==> src/rtl/vpv_pkg.sv <==
// shared types and constants for the vertex projection block
// no dependencies
package vpv_pkg;

  localparam int FRAC_BITS_DEF = 16;
  localparam int VAL_W = 32;
  localparam int REG_W = 14;
  localparam int SCR_W = 31;
  localparam int ST_W = 2;
  localparam int IN_W = 136;
  localparam int OUT_W = 64;

  localparam logic OP_LOAD = 1'b0;
  localparam logic OP_VERTEX = 1'b1;

  localparam logic [1:0] CFG_LEFT = 2'd0;
  localparam logic [1:0] CFG_TOP = 2'd1;
  localparam logic [1:0] CFG_WIDTH = 2'd2;
  localparam logic [1:0] CFG_HEIGHT = 2'd3;

  localparam logic [ST_W-1:0] ST_VISIBLE = 2'd0;
  localparam logic [ST_W-1:0] ST_DEPTH = 2'd1;
  localparam logic [ST_W-1:0] ST_OUTSIDE = 2'd2;
  localparam logic [ST_W-1:0] ST_WZERO = 2'd3;

  typedef struct packed {
    logic en;
    logic first;
    logic last;
  } mac_ctrl_t;

  typedef struct packed {
    logic busy;
    logic done;
  } div_stat_t;

endpackage

==> src/rtl/vpv_mac.sv <==
// shared multiply-accumulate unit: registered 32x32 product, floor shift, accumulate
// depends on vpv_pkg
module vpv_mac import vpv_pkg::*; #(
  parameter int FRAC_BITS = FRAC_BITS_DEF,
  localparam int CW = 67 - FRAC_BITS
) (
  input  logic                    clk,
  input  logic                    rst,
  input  mac_ctrl_t               ctrl,
  input  logic signed [VAL_W-1:0] a,
  input  logic signed [VAL_W-1:0] b,
  output logic signed [CW-1:0]    acc,
  output logic                    row_done
);

  logic signed [2*VAL_W-1:0] prod;
  logic signed [2*VAL_W-1:0] prod_sh;
  logic vld_d, first_d, last_d;

  assign prod_sh = prod >>> FRAC_BITS;

  always_ff @(posedge clk) begin
    if (rst) begin
      vld_d <= 1'b0;
      row_done <= 1'b0;
    end else begin
      vld_d <= ctrl.en;
      row_done <= vld_d & last_d;
    end
  end

  always_ff @(posedge clk) begin
    prod <= a * b;
    first_d <= ctrl.first;
    last_d <= ctrl.last;
    if (vld_d) begin
      acc <= (first_d ? CW'(0) : acc) + CW'(prod_sh);
    end
  end

endmodule

==> config.mk <==
export PLATFORM = sky130hd
export DESIGN_NAME = vpv_mac
export DESIGN_NICKNAME = d
export VERILOG_FILES = /design/src/rtl/vpv_pkg.sv /design/src/rtl/vpv_mac.sv
export SDC_FILE = /design/constraint.sdc
export NUM_CORES = 2
export LEC_CHECK = 0
export CORE_UTILIZATION = 55
export DETAILED_ROUTE_END_ITERATION = 10
export DONT_BUFFER_PORTS = 1
export HOLD_SLACK_MARGIN = 0.03
export MAX_ROUTING_LAYER = met4
export PLACE_DENSITY_LB_ADDON = 0.15
export SLEW_MARGIN = 20
export SYNTH_ARGS = -nofsm -noshare
export SYNTH_HDL_FRONTEND = slang
export SYNTH_SLANG_ARGS = --single-unit
==> constraint.sdc <==
create_clock -name clk -period 17.1 [get_ports clk]
set_input_delay 3.42 -clock clk [delete_from_list [all_inputs] [get_ports clk]]
set_output_delay 3.42 -clock clk [all_outputs]
set_load 0.05 [all_outputs]
---- After elaboration in Yosys (flattened, before gate mapping) ----
Index checks and enable logic that the tools add are counted.
cells by class
  add/sub/neg operators ................... 1
  bitwise operators ....................... 1
  multipliers ............................. 1
  mux-type cells .......................... 1
operators by type and width
  kind                                            count
  32-bit by 32-bit multiplier with 64-bit output  1
  51-bit by 48-bit adder with 51-bit output       1
  51-bit 2-to-1 mux                               1
  1-bit bitwise AND                               1
word-level totals
  output and inout bits ................... 52
  word-level logic and storage cells ...... 10
  register bits after elaboration ......... 119
  bits of input ports ..................... 69

---- Longest topological paths before layout ----
  depth after elaboration ................. 2
  depth in mapped cells ................... 28

---- Worst setup path after synthesis ----
Ideal clock, no wire load.
  path kind ............................... input -> register
  from .................................... input a[31]
  to ...................................... register prod[61]
  buffers on the path ..................... 2
  slack ................................... 6,311 ps
  stages .................................. 27
  library setup time ...................... 72 ps
  arrival time ............................ 10,716 ps
  cell sequence ........................... clkbuf_1 nand2_1 inv_1 fa_1 inv_1 fa_1 inv_1 fa_1 fa_1 inv_1 fa_1 inv_1 fa_1 inv_1 fa_1 inv_1 fa_1 ha_1 clkdlybuf4s50_2 a21o_1 a21oi_1 o21ai_0 a21o_1 a31oi_2 o21bai_2 a21oi_1 xnor2_1
on the way
  word-level cells in the longest chain between the ends .. 1
RTL lines
  what                                            line           RTL
  from (decl)                                     vpv_mac.sv:10  input logic signed [VAL_W-1:0] a,
  32-bit by 32-bit multiplier with 64-bit output  vpv_mac.sv:33  prod <= a * b;
  to (signal assigned)                            vpv_mac.sv:33
  to (decl)                                       vpv_mac.sv:16  logic signed [2*VAL_W-1:0] prod;
No other way between the ends.
A chain may end at the register's enable or synchronous reset.

---- Worst setup path after layout ----
  from .................................... input b[2]
  to ...................................... register prod[61]
on the way
  word-level cells in the longest chain between the ends .. 1
RTL lines
  what                                            line           RTL
  from (decl)                                     vpv_mac.sv:11  input logic signed [VAL_W-1:0] b,
  32-bit by 32-bit multiplier with 64-bit output  vpv_mac.sv:33
No other way between the ends.

==> results list <==
- The flow ran to the end, but the final reports show violations.
- The final reports fail on design-rule violations.
- The final layout contains 5444 nets.
* Synth area leader: fa_1
* Setup repair after global routing missed its margin: false
- Average instance area after synthesis: 9.609 sq um
- Number of enable-type register cells in the synthesized netlist: 51
- Data arrival at the endpoint of the critical path: 10.93 ns
* Number of vias per cell after detailed routing: 5.513
- Routability-driven placement congestion ratio: 0.9029
- Counting the fill cells in the layout gives 6548.
* Cell count after synthesis: 4252
* Critical path type: in2reg
* Final wirelength: 106500 um
- Across the routed clock network, the largest skew measured is 0.01167 ns.
* Vert. Die Dim: 274.6 um
- Critical path required time: 17.40 ns
* Most used standard cell by instance count after synthesis: fa_1
* Max-cap violations: 0
* Overall fraction of global-route tracks in use: 31.46%
- Timing would allow up to 0.09401 GHz.
- The detailed router put a total of 41660 um of wire on met1.
* Initial antenna violation count: 0
- After clock tree synthesis, the clock-pin slew on the worst setup and hold paths is 0.07 ns.
* Clock buffers created by TritonCTS: 9
- The pre-antenna-repair detailed-routing pass consisted of 8 iterations.
* Area enclosed by the die boundary: 75380 sq um
- The total overflow left after global routing is 0.
* Initial core utilization: 55.81%
- TritonCTS built the clock tree.
- Number of antenna cells inserted: 0
- Fraction of layout cells with a size suffix above 1: 1.205%
* Proportion of synthesized chip area in sequential cells: 6.296%
* Slowest-stage cell, CP: fa_1
- The final count of pins violating max slew is 0.
* WL met3: 6518 um
* WL/cell: 21.18 um
* Worst slew margin relative to its limit: 50.96%
* Top cells by count, synth: fa_1 (1082), inv_1 (963), and2_1 (521)
- First DRT Iteration DRCs: 1515
- The worst hold path belongs to the class reg2reg.
* Resize count post-CTS: 0
- STA classifies the critical path startpoint as an input pin.
- Cell Rows: 99
- Clock latency on the worst-skew pair, taken at its later pin, is 0.37 ns.
- The most used flip-flop cell after synthesis is dfxtp_1.
- Setup violations remaining at the end of the flow were counted as 0.
- The count of buffers added on input and output ports is 0.
* DRC viols: 3
- Summing every instance area after synthesis gives 40860 sq um.
* Count of pins on the block boundary: 121
* Deepest clock path buffer count: 2
- Number of buffers added for setup after CTS: 0
- Cell type with the highest occurrence count on the critical path: fa_1
* Number of global-route vias before repair: 31270
- Summed over all nets, the half-perimeter wirelength after detailed placement is 84100 um.
* DR top layer: met4
- Total met2 wirelength after detailed routing: 53310 um
* Final critical path time including I/O delays and setup: 10.64 ns
- The number of different library cells used by synthesis comes to 67.
- By area the synthesized netlist is led by fa_1 (53%), inv_1 (8.8%), and2_1 (8.0%).
- Post-Syn Nets: 5633
* Setup total negative slack: 0 ns
- First-pass GRT wire length: 174400 um
- H-tree lvl count: 3
* Overall die width: 274.6 um
- Post-route antenna net violation count: 0
- Internal reg-to-reg setup slack: 13.00 ns
- Share of flip-flops with an asynchronous set or reset: 0%
* Core Region: 73210 sq um
* Delay contributed by the slowest stage of the critical path: 1.00 ns
- Traced cell by cell, the critical path runs through nand2_1, inv_1, fa_1, fa_1, fa_1, fa_1, inv_1, fa_1, inv_1, fa_1, fa_1, fa_1, ha_1, a21o_1, a21o_1, a21oi_1, o21a_1, o21ai_0, a21o_1, a31oi_2, o21bai_2, a21oi_1, xnor2_1.
* Number of clock sinks: 103
* Measured slew at the worst slew-check pin: 0.7356 ns
* Detailed-route via count: 27710
- Final clock period utilization by the worst path: 62.21%
- The cell sitting at the root of the clock tree is a clkbuf_16.
- Area share of the largest cell type after synthesis: 53.01%
- Count of yosys warnings during synthesis: 0
- Counting flops and latches in the post-synthesis netlist gives 103.
- The worst setup path is captured at a register.
- Number of hold violations in the final report: 0
* Cts-stage hold buffer count: 0
- Area Growth Syn to Fin: 1.807%
* Top fanout value on the critical path: 32
- Entering global routing, the biggest net connects 53 pins.
==> cell type report <==
class	count	area, sq um	area share, %
Clock buffer	13	281.5	0.6768
Clock inverter	3	22.52	0.05414
Inverter	964	3618	8.699
Multi-Input combinational cell	2981	33870	81.42
Sequential cell	103	2575	6.190
Tap cell	959	1200	2.885
Timing Repair Buffer	4	30.03	0.07219
==> registers in the layout (all words and copies together), names as in the netlist <==
| register | cells |
|---|---|
| acc | 51 |
| first_d | 1 |
| last_d | 1 |
| prod | 48 |
| row_done | 1 |
| vld_d | 1 |
==> kinds of logic (layout without fill, tap and decap cells) <==
| family | count (synthesis) | after routing | share of synthesized area [%] |
|---|---|---|---|
| adders and majority gates | 1312 | 1312 | 60.06 |
| and+or+nand+nor | 1264 | 1264 | 15.76 |
| buffers and inverters | 1168 | 984 | 10.81 |
| AOI/OAI and AO/OA | 296 | 296 | 4.744 |
| xor gates and xnor gates | 109 | 109 | 2.337 |
| DFF | 103 | 103 | 6.296 |
==> critical path, delay by kind of cell <==
family / cells / cell delay, ns
AO/OA/AOI/OAI: 9 / 1.48
XOR/XNOR: 1 / 0.13
adder cells (fa/ha/maj): 9 / 5.23
buffers and inverters: 3 / 0.55
AND/OR/NAND/NOR: 1 / 0.09
==> layer usage <==
layer / GRT usage, % / vias up
met3: 4.268 / 223
met2: 53.08 / 915
met4: 11.61 / 0
met5: - / -
li1: - / 12040
met1: 38.63 / 14540
==> worst paths after layout <==
path         cells past startpoint    start  endpoint
max                             23     b[2]  prod[61]
min                              2   last_d  row_done
max reg2reg                     15  first_d   acc[50]
min reg2reg                      2   last_d  row_done
==> per-stage QoR <==
step	instance area, sq um	utilization, %	hold WS [ns]	setup WS [ns]	instances
2_1_floorplan	40860	-	0.3952	6.311	4252
3_3_place_gp	41290	56.41	0.3974	6.150	5011
3_5_place_dp	41290	56.41	0.4098	6.095	5011
4_1_cts	41600	56.82	0.4200	6.471	5027
5_1_grt	41600	56.82	0.4415	6.030	5027
6_report	41600	56.82	0.4168	6.463	5027
==> layout by cell type, fill, tap and decap left out, types with 53 or more instances in the layout <==
| cell | instances |
|---|---|
| o21ai_0 | 53 |
| inv_1 | 963 |
| nor2b_1 | 59 |
| nor2_1 | 73 |
| nand2_1 | 516 |
| fa_1 | 1082 |
| and2_1 | 521 |
| a21oi_1 | 91 |
| ha_1 | 230 |
| a21o_1 | 54 |
| xnor2_1 | 75 |
Power is left out: the tool's default activity adds up to more than one toggle a clock period on the data nets, which glitch-free logic cannot reach.
