File: config.mk
export PLATFORM = sky130hd
export DESIGN_NAME = vpv_div
export DESIGN_NICKNAME = d
export VERILOG_FILES = /design/src/rtl/vpv_pkg.sv /design/src/rtl/vpv_div.sv
export SDC_FILE = /design/constraint.sdc
export NUM_CORES = 1
export LEC_CHECK = 0
export BUFFER_PORTS_ARGS = -buffer_cell sky130_fd_sc_hd__buf_2
export CORE_MARGIN = 4
export CORE_UTILIZATION = 50
export CTS_BUF_LIST = sky130_fd_sc_hd__clkbuf_8
export CTS_CLUSTER_SIZE = 28
export DETAILED_ROUTE_END_ITERATION = 8
export GPL_TIMING_DRIVEN = 0
export PLACE_DENSITY = 0.67
export SKIP_CTS_REPAIR_TIMING = 1
export SLEW_MARGIN = 20
export SYNTH_ARGS = -nofsm -noshare
export SYNTH_HDL_FRONTEND = slang
export SYNTH_SLANG_ARGS = --single-unit
File: constraint.sdc
create_clock -name clk -period 15.3 [get_ports clk]
set_clock_uncertainty 0.15 [all_clocks]
set_input_delay 0.765 -clock clk [delete_from_list [all_inputs] [get_ports clk]]
set_output_delay 0.765 -clock clk [all_outputs]
set_load 0.03 [all_outputs]
File: src/rtl/vpv_pkg.sv
// shared types and constants for the vertex projection block
// no dependencies
package vpv_pkg;

  localparam int FRAC_BITS_DEF = 16;
  localparam int VAL_W = 32;
  localparam int REG_W = 14;
  localparam int SCR_W = 31;
  localparam int ST_W = 2;
  localparam int IN_W = 136;
  localparam int OUT_W = 64;

  localparam logic OP_LOAD = 1'b0;
  localparam logic OP_VERTEX = 1'b1;

  localparam logic [1:0] CFG_LEFT = 2'd0;
  localparam logic [1:0] CFG_TOP = 2'd1;
  localparam logic [1:0] CFG_WIDTH = 2'd2;
  localparam logic [1:0] CFG_HEIGHT = 2'd3;

  localparam logic [ST_W-1:0] ST_VISIBLE = 2'd0;
  localparam logic [ST_W-1:0] ST_DEPTH = 2'd1;
  localparam logic [ST_W-1:0] ST_OUTSIDE = 2'd2;
  localparam logic [ST_W-1:0] ST_WZERO = 2'd3;

  typedef struct packed {
    logic en;
    logic first;
    logic last;
  } mac_ctrl_t;

  typedef struct packed {
    logic busy;
    logic done;
  } div_stat_t;

endpackage

File: src/rtl/vpv_div.sv
// bit-serial scaled ratio: origin + floor((c+w) * size / (2w)), saturated
// depends on vpv_pkg
module vpv_div import vpv_pkg::*; #(
  parameter int FRAC_BITS = FRAC_BITS_DEF,
  localparam int CW = 67 - FRAC_BITS
) (
  input  logic                 clk,
  input  logic                 rst,
  input  logic                 start,
  input  logic signed [CW-1:0] c,
  input  logic signed [CW-1:0] w,
  input  logic [REG_W-1:0]     origin,
  input  logic [REG_W-1:0]     size,
  output div_stat_t            stat,
  output logic [SCR_W-1:0]     result
);

  localparam int KW = REG_W + FRAC_BITS;
  localparam int RW = CW + 2;
  localparam int TW = (KW + 1 > 32) ? KW + 1 : 32;
  localparam int CNTW = $clog2(KW);

  logic signed [CW:0] num_s, den_s;
  logic [CW:0] num, den;
  logic [RW-1:0] rem, t, den1, den2;
  logic [KW-1:0] k, q;
  logic [REG_W-1:0] org;
  logic [CNTW-1:0] cnt;
  logic [KW-1:0] q_next;
  logic [RW-1:0] rem_next;
  logic [TW-1:0] total;

  assign num_s = (CW+1)'(c) + (CW+1)'(w);
  assign den_s = (CW+1)'(w) <<< 1;
  assign den1 = RW'(den);
  assign den2 = RW'(den) << 1;
  assign t = (rem << 1) + (k[KW-1] ? RW'(num) : RW'(0));

  always_comb begin
    if (t >= den2) begin
      rem_next = t - den2;
      q_next = (q << 1) + KW'(2);
    end else if (t >= den1) begin
      rem_next = t - den1;
      q_next = (q << 1) + KW'(1);
    end else begin
      rem_next = t;
      q_next = q << 1;
    end
  end

  assign total = TW'({org, {FRAC_BITS{1'b0}}}) + TW'(q_next);

  always_ff @(posedge clk) begin
    if (rst) begin
      stat <= '0;
    end else begin
      stat.done <= !start && stat.busy && cnt == '0;
      if (start) begin
        stat.busy <= 1'b1;
      end else if (stat.busy && cnt == '0) begin
        stat.busy <= 1'b0;
      end
    end
  end

  always_ff @(posedge clk) begin
    if (start) begin
      num <= w[CW-1] ? unsigned'(-num_s) : unsigned'(num_s);
      den <= w[CW-1] ? unsigned'(-den_s) : unsigned'(den_s);
      k <= {size, {FRAC_BITS{1'b0}}};
      org <= origin;
      rem <= '0;
      q <= '0;
      cnt <= CNTW'(KW - 1);
    end else if (stat.busy) begin
      rem <= rem_next;
      q <= q_next;
      k <= k << 1;
      cnt <= cnt - CNTW'(1);
      if (cnt == '0) begin
        result <= (total > TW'({SCR_W{1'b1}})) ? {SCR_W{1'b1}} : SCR_W'(total);
      end
    end
  end

endmodule

Yosys cells after proc, flatten, opt, wreduce, memory -nomap -nowiden
Cells that the tools add are included.
{"block": "classes", "n_addsub": 10, "magnitude_cmp": 3, "mux": 11, "bitwise": 1, "reduce_logical": 8}
{"operator": "$mux W52", "count": 4}
{"operator": "$mux W30", "count": 4}
{"operator": "$neg A52 Y52", "count": 2}
{"operator": "$sub A52 B52 Y52", "count": 2}
{"operator": "$add A53 B52 Y53", "count": 1}
{"operator": "$ge A53 B52 Y1", "count": 1}
{"operator": "$ge A53 B53 Y1", "count": 1}
{"operator": "$add A51 B51 Y52", "count": 1}
{"operator": "$mux W51", "count": 1}
{"operator": "$add A30 B30 Y31", "count": 1}
{"operator": "$gt A31 B31 Y1 const B", "count": 1}
{"operator": "$add A30 B1 Y30 const B", "count": 1}
{"operator": "$add A30 B2 Y30 const B", "count": 1}
{"operator": "$logic_not A5 Y1", "count": 1}
{"operator": "$sub A5 B1 Y5 const B", "count": 1}
{"operator": "$reduce_bool A2 Y1", "count": 2}
{"operator": "$logic_and A1 B1 Y1", "count": 3}
{"operator": "$reduce_and A3 Y1", "count": 1}
{"operator": "$mux W1", "count": 2}
{"operator": "$logic_not A1 Y1", "count": 1}
{"operator": "$not A1 Y1", "count": 1}
{"block": "totals", "ff_bits": 251, "input_bits": 133, "word_cells": 44}

Longest topological paths before layout
Gate-level depths: netlist (run 1).
{"block": "depth", "depth_word": 7, "ltp_mapped": 43, "mapped_depth_nobuf": 39}

Worst setup path before layout (run 1)
OpenSTA, ideal clock, no wires.
{"block": "synth_path", "kind": "flip-flop to flip-flop", "startpoint": "register k[29]", "endpoint": "register result[30] (data pin)", "setup_ns": 0.254, "arrival_ns": 7.856, "required_time_ns": 14.896, "slack_ns": 7.041, "stages_incl_launch_ff": 39, "n_path_buf": 3, "synth_period_minus_slack_ns": 8.259, "cell_sequence": "edfxtp_1 > clkbuf_1 > clkbuf_1 > and2_1 > ha_1 > inv_1 > fa_1 > nand2b_1 > a21oi_1 > o211ai_1 > a2111oi_0 > o2111ai_1 > o21ai_0 > a21oi_1 > o31ai_1 > xor2_1 > ha_1 > clkbuf_1 > [3 not listed] > or3_1 > o22ai_1 > o2111ai_1 > and2_1 > or4b_2 > xnor2_1 > ha_1 > nor2b_1 > o21ai_0 > a21oi_1 > o211ai_1 > a21boi_0 > o21a_1 > o21a_1 > o21a_1 > nor2_1 > o21bai_1 > a21o_1"}
{"block": "synth_via", "elab_chain_len": 7, "word_cells_on_any_way": 8, "classes_between": "add/sub (2); order compare (3); mux (3)"}
{"item": "from (decl)", "line_no": "vpv_div.sv:26", "source": "logic [KW-1:0] k, q;"}
{"item": "from (signal assigned)", "line_no": "vpv_div.sv:71", "source": "k <= {size, {FRAC_BITS{1'b0}}};"}
{"item": "from (signal assigned)", "line_no": "vpv_div.sv:79", "source": "k <= k << 1;"}
{"item": "$mux W52 *", "line_no": "vpv_div.sv:37", "source": "assign t = (rem << 1) + (k[KW-1] ? RW'(num) : RW'(0));"}
{"item": "$add A53 B52 Y53 *", "line_no": "vpv_div.sv:37"}
{"item": "$ge A53 B52 Y1", "line_no": "vpv_div.sv:43", "source": "end else if (t >= den1) begin"}
{"item": "$mux W30", "line_no": "vpv_div.sv:43"}
{"item": "$mux W30 *", "line_no": "vpv_div.sv:40", "source": "if (t >= den2) begin"}
{"item": "net q_next[18]", "line_no": "vpv_div.sv:29", "source": "logic [KW-1:0] q_next;"}
{"item": "$add A30 B30 Y31 *", "line_no": "vpv_div.sv:52", "source": "assign total = TW'({org, {FRAC_BITS{1'b0}}}) + TW'(q_next);"}
{"item": "$gt A31 B31 Y1", "line_no": "vpv_div.sv:82", "source": "result <= (total > TW'({SCR_W{1'b1}})) ? {SCR_W{1'b1}} : SCR_W'(total);"}
{"item": "to (signal assigned)", "line_no": "vpv_div.sv:82"}
{"item": "to (decl)", "line_no": "vpv_div.sv:15", "source": "output logic [SCR_W-1:0] result"}
The timed path passes the listed nets; every way through them passes the cells marked *.
A chain may end at the register's enable or synchronous reset.

Final worst setup path (run 1)
Ends and elaborated chain as after synthesis.

==> impl_metrics.yaml, run 1 <==
run:
  drv_cap: 0
placement:
  routabilityCongestion: 0.976
  place_area_um2: 26600
  portBuffers: 165
  dp_hpwl_um: 73700
synthesis:
  yosysTopAreaCellShare: 0.195
  synth_cell_types: 75
  synth_edf_count: 162
  yosysMostFrequentCell: "a21oi_1"
  async_flop_share: 0
  synth_top_area_cell: "edfxtp_1"
  ys_warn_count: 0
  syn_nets: 3400
  synth_area_per_cell_um2: 8.20
  synthTopCellsByArea: "edfxtp_1, ha_1, xnor2_1"
  synth-seq-area-share: 0.266
  synth_area_um2: 24900
  synth_flop_cell: "edfxtp_1"
  synth_seq_cells: 250
  syn-instance-count: 3038
  synthTopCellsByCount: "a21oi_1, nand2_1, ha_1, nor2_1, xnor2_1"
detailed_routing:
  wire_per_inst_um: 22.9
  drtAntennaViolNets: 0
  initialDrtViolationCount: 2133
  first_pass_iters: 8
  routed_wl_um: 90600
  vias_per_cell: 6.21
  drc: 0
  vias: 24500
floorplanning:
  io_pins: 166
  num_rows: 81
  die_h_um: 231
  start_util: 0.508
  dieWidth_um: 231
  die_area_um2: 53500
  core_um2: 49100
sta:
  final_max_slew_viol_count: 0
  finalSetupTns_ns: 0
  final-hold-violation-count: 0
  worst_pin_slew_ns: 1.17
  slew_headroom: 0.220
  period_share: 0.807
  grt_setup_unrepaired: "no"
  setup_viol: 0
  fmax_mhz: 81.0
  fin_crit_ns: 12.35
hold_path:
  min_from: "origin[11]"
  hp-class: "primary input to flip-flop"
worst_setup_path:
  worst_setup_path_start_kind: "flip-flop"
  cp_common_cell: "a21oi_1"
  r2r_start: "k[29]"
  critPathLaunch: "k[29]"
  worst_path_largest_cell_delay_ns: 0.84
  crit_type: "flip-flop to flip-flop"
  cp_slowest_cell: "clkbuf_1"
  cp.required_ns: 15.65
  cp-end-kind: "flip-flop"
  cp.arrival_ns: 12.70
  cp_max_fo: 10
global_route:
  grt_max_degree: 85
  overflow: 0
  grt_pass1_wl_um: 136000
  antenna_found_initial: 1
  grt_pass1_vias: 23600
  track_usage: 0.325
run_status:
  status: "finished, final reports clean"
cts:
  cts_buffer_depth: 3
  numCtsBuffers: 43
  cts_num_sinks: 250
  clock_latency_ns: 0.63
  htree_levels: 2
  clock-root-buffer: "clkbuf_8"
  cts_tree: "yes"
  cts.clk_slew.worst_paths_ns: 0.06
cells_and_area:
  nets: 3615
  final_cell_area_um2: 27500
  final_core_util: 0.561
  area_growth_pct: 10.5
  drive_gt1_frac: 0.0877
pwr:
  totalPowerFinal_mw: 5.00
  powerDensity_nw_per_um2: 182
  p_leak_nw: 11.7
  irDropWorstVdd_v: 0.0000733
==> per-layer routing <==
layer | track usage | part of all wire | vias to the layer above
li1 | - | - | 11800
met1 | 0.432 | 0.43 | 11500
met2 | 0.522 | 0.44 | 1058
met3 | 0.0602 | 0.086 | 210
met4 | 0.138 | 0.049 | 0
met5 | 0 | 0 | -
==> critical path, delay by kind of cell, from the launching register on <==
kind	cells	cell delay, ns
flops	1	0.33
simple gates	11	2.63
compound gates	18	4.73
buf+inv	5	1.57
xor+xnor	2	1.12
fa+ha+maj	5	1.64
==> report_power, final <==
| part | total (mW) | switching [mW] | internal (mW) |
|---|---|---|---|
| registers | 0.918 | 0.0794 | 0.839 |
| clock network | 0.649 | 0.301 | 0.348 |
| logic | 3.43 | 2.19 | 1.24 |
| total | 5.00 | 2.57 | 2.43 |
==> cells by family (layout without fill, tap and decap cells) <==
kind of cell	count (synthesis)	after routing	synth area share
xor+xnor	305	305	0.107
other cells	0	1	0
fa+ha+maj	229	229	0.116
mux	36	36	0.0156
buf+inv	279	526	0.0420
simple gates	932	932	0.186
compound gates	1007	1007	0.267
flops	250	250	0.266
==> flip-flops by register name (all words and copies together) (netlist names) <==
register / cells
stat: 2
num: 52
rem: 52
result: 31
org: 14
cnt: 5
q: 29
den: 51
k: 14
==> area by class of cell <==
type,instances,area (µm²)
clock buffers,43,592
plain buffers,130,488
clock inverters,34,278
repair buffers,170,896
inverters,149,559
well taps,664,831
fillers,4638,21500
flip-flops and latches,250,6630
multi-input cells,2509,17300
diodes,1,2.50
==> metrics by stage <==
step / hold slack [ns] / setup WS [ns] / cells
2_1_floorplan: 0.282 / 7.04 / 3038
3_3_place_gp: 0.301 / 3.01 / 3867
3_5_place_dp: 0.311 / 3.03 / 3872
4_1_cts: 0.141 / 2.96 / 3949
5_1_grt: 0.148 / 2.31 / 3950
6_report: 0.169 / 2.95 / 3950
==> final timing paths <==
kind	to	slack (ns)	depth (start not counted)
max	result[30]	2.95	41
min	org[11]	0.17	1
max reg2reg	result[30]	2.95	41
min reg2reg	rem[29]	0.33	1
==> layout by cell type, fill, tap and decap left out, drive strengths merged, types with 19 or more instances in the layout <==
master  instances
a211oi         52
or2            22
o31ai          45
mux2           22
xnor2         211
nor3           72
nor2          212
or3            30
nand2b         29
dfxtp          88
nor4           28
clkbuf        165
and2           75
nand4          58
o211ai         37
nand2         243
edfxtp        162
inv           162
a21o          135
nand3          65
a31oi          32
ha            226
nor2b          19
o21a           51
buf           177
o21ai         178
xor2           94
o21bai         37
a21oi         262
and3           36
Note: power is estimated with default switching activity, not from simulation.
==> run 2, diff against run 1 <==
- clock period: 15.3 -> 12 ns (I/O delays scaled with it)
==> run 2 against run 1 <==
  * Largest cell class unchanged
  * Clock power rose by 27%
  * Sequential power is 27% higher
  * Power grew 28%
  * Largest power group unchanged
  * Wire length is 0.42% higher
  * Flip-flop and latch count stayed put
  * Utilization rose by 0.24 points
==> impl_metrics.yaml, run 2 (same netlist as run 1, synthesis figures left out) <==
cells_and_area:
  mostFrequentLayoutCell: "a21oi_1"
  top_regs: "num: 52 flops, rem: 52 flops, den: 51 flops"
  area_growth_pct: 10.9
  finalNonFillerCells: 3960
  final_core_util: 0.564
  most-common-layout-cells: "a21oi_1, nand2_1, ha_1"
  drive_gt1_frac: 0.0883
  nets: 3625
worst_setup_path:
  cp.arrival_ns: 11.67
  crit_type: "flip-flop to flip-flop"
  cp-end-kind: "flip-flop"
  r2r_start: "k[29]"
  cp_slowest_cell: "a2111oi_2"
  cp.required_ns: 12.35
  worst_path_largest_cell_delay_ns: 0.58
  worst_setup_path_start_kind: "flip-flop"
  cp_common_cell: "a21oi_1"
  cp_max_fo: 10
  critPathLaunch: "k[29]"
floorplanning:
  io_pins: 166
  die_area_um2: 53500
  dieWidth_um: 231
  die_h_um: 231
  start_util: 0.508
  core_um2: 49100
  num_rows: 81
detailed_routing:
  vias: 24600
  initialDrtViolationCount: 2009
  drtAntennaViolNets: 0
  drc: 0
  vias_per_cell: 6.21
  wire_per_inst_um: 23.0
  first_pass_iters: 8
  routed_wl_um: 91000
sta:
  fmax_mhz: 88.3
  hold_ws_ns: 0.0144
  grt_setup_unrepaired: "no"
  setup_viol: 0
  worst_pin_slew_ns: 1.18
  period_share: 0.944
  slew_headroom: 0.214
  final-hold-violation-count: 0
  fin_crit_ns: 11.33
  final_max_slew_viol_count: 0
global_route:
  grt_util_met1: 0.432
  grt_most_used_layer: "met2"
  grt_pass1_vias: 23600
  gr-usage-met2: 0.522
  overflow: 0
  track_usage: 0.325
  antenna_found_initial: 1
  grt_max_degree: 85
  grt_use_met3: 0.0602
  grt_pass1_wl_um: 136000
cts:
  numCtsBuffers: 43
  clock-root-buffer: "clkbuf_8"
  clock_latency_ns: 0.63
  cts_tree: "yes"
  cts_num_sinks: 250
  cts.clk_slew.worst_paths_ns: 0.06
  htree_levels: 2
  cts_buffer_depth: 3
hold_path:
  min_from: "origin[9]"
  hp-class: "primary input to flip-flop"
pwr:
  powerDensity_nw_per_um2: 231
  swShare: 0.514
  clkPwrFrac: 0.129
  p_leak_nw: 11.7
  irDropWorstVdd_v: 0.0000932
  seqPwrFrac: 0.183
  power.switching_mw: 3.28
  internal_power_mw: 3.10
  p_comb_frac: 0.687
  totalPowerFinal_mw: 6.38
run_status:
  status: "finished, final reports clean"
placement:
  portBuffers: 165
  dp_hpwl_um: 73700
  routabilityCongestion: 0.976
  dp_cells: 3872
run:
  drv_cap: 0
run 2: changes by cell type in the layout (fill, tap and decap cells not counted), sizes merged:
cell	before	now
buf	177	179
clkbuf	165	164
dlygate4sd3	0	9
run 2: stage by stage:
| step | worst slack (ns) | TNS [ns] | area, µm² |
|---|---|---|---|
| after floorplan | 3.74 | 0 | 24900 |
| after global placement | -0.289 | -0.779 | 26600 |
| after detailed placement | -0.273 | -0.750 | 26600 |
| after CTS | -0.339 | -1.05 | 27500 |
| after global routing | 0.114 | 0 | 27600 |
| final | 0.674 | 0 | 27600 |
run 2: worst paths after layout:
check	endpoint	slack (ns)	cells past startpoint
worst max register to register	result[30]	0.67	41
worst max-delay path	result[30]	0.67	41
worst min register to register	rem[29]	0.33	1
worst min-delay path	org[9]	0.01	1
run 2: final cells by class:
cell class | instances | area, µm²
Antenna cell | 1 | 2.50
Buffer | 129 | 484
Clock buffer | 43 | 592
Clock inverter | 34 | 278
Fill cell | 4618 | 21400
Inverter | 149 | 559
Multi-Input combinational cell | 2509 | 17300
Sequential cell | 250 | 6630
Tap cell | 664 | 831
Timing Repair Buffer | 181 | 1010
run 2: layer usage:
metal | routed length [µm] | share of wire | vias up
met2 | 39900 | 0.44 | 1051
met5 | 0 | 0 | -
met1 | 38700 | 0.43 | 11600
li1 | - | - | 11800
met3 | 7940 | 0.087 | 199
met4 | 4420 | 0.049 | 0
run 2: power groups by stage:
stage,clock network [mW],logic (mW),registers (mW)
finish,0.826,4.38,1.17
global placement,0,4.18,1.18
global route,0.874,4.72,1.18
CTS,0.839,4.24,1.16
floorplan,0,3.07,1.13
detailed placement,0,4.20,1.18
run 2: worst max-delay path: cells and delay by family (launching register included):
| family | cells | cell delay, ns |
|---|---|---|
| AOI/OAI and AO/OA | 18 | 4.48 |
| xor gates and xnor gates | 2 | 1.10 |
| adders and majority gates | 5 | 1.64 |
| buffers and inverters | 5 | 0.82 |
| DFF | 1 | 0.37 |
| and+or+nand+nor | 11 | 2.62 |
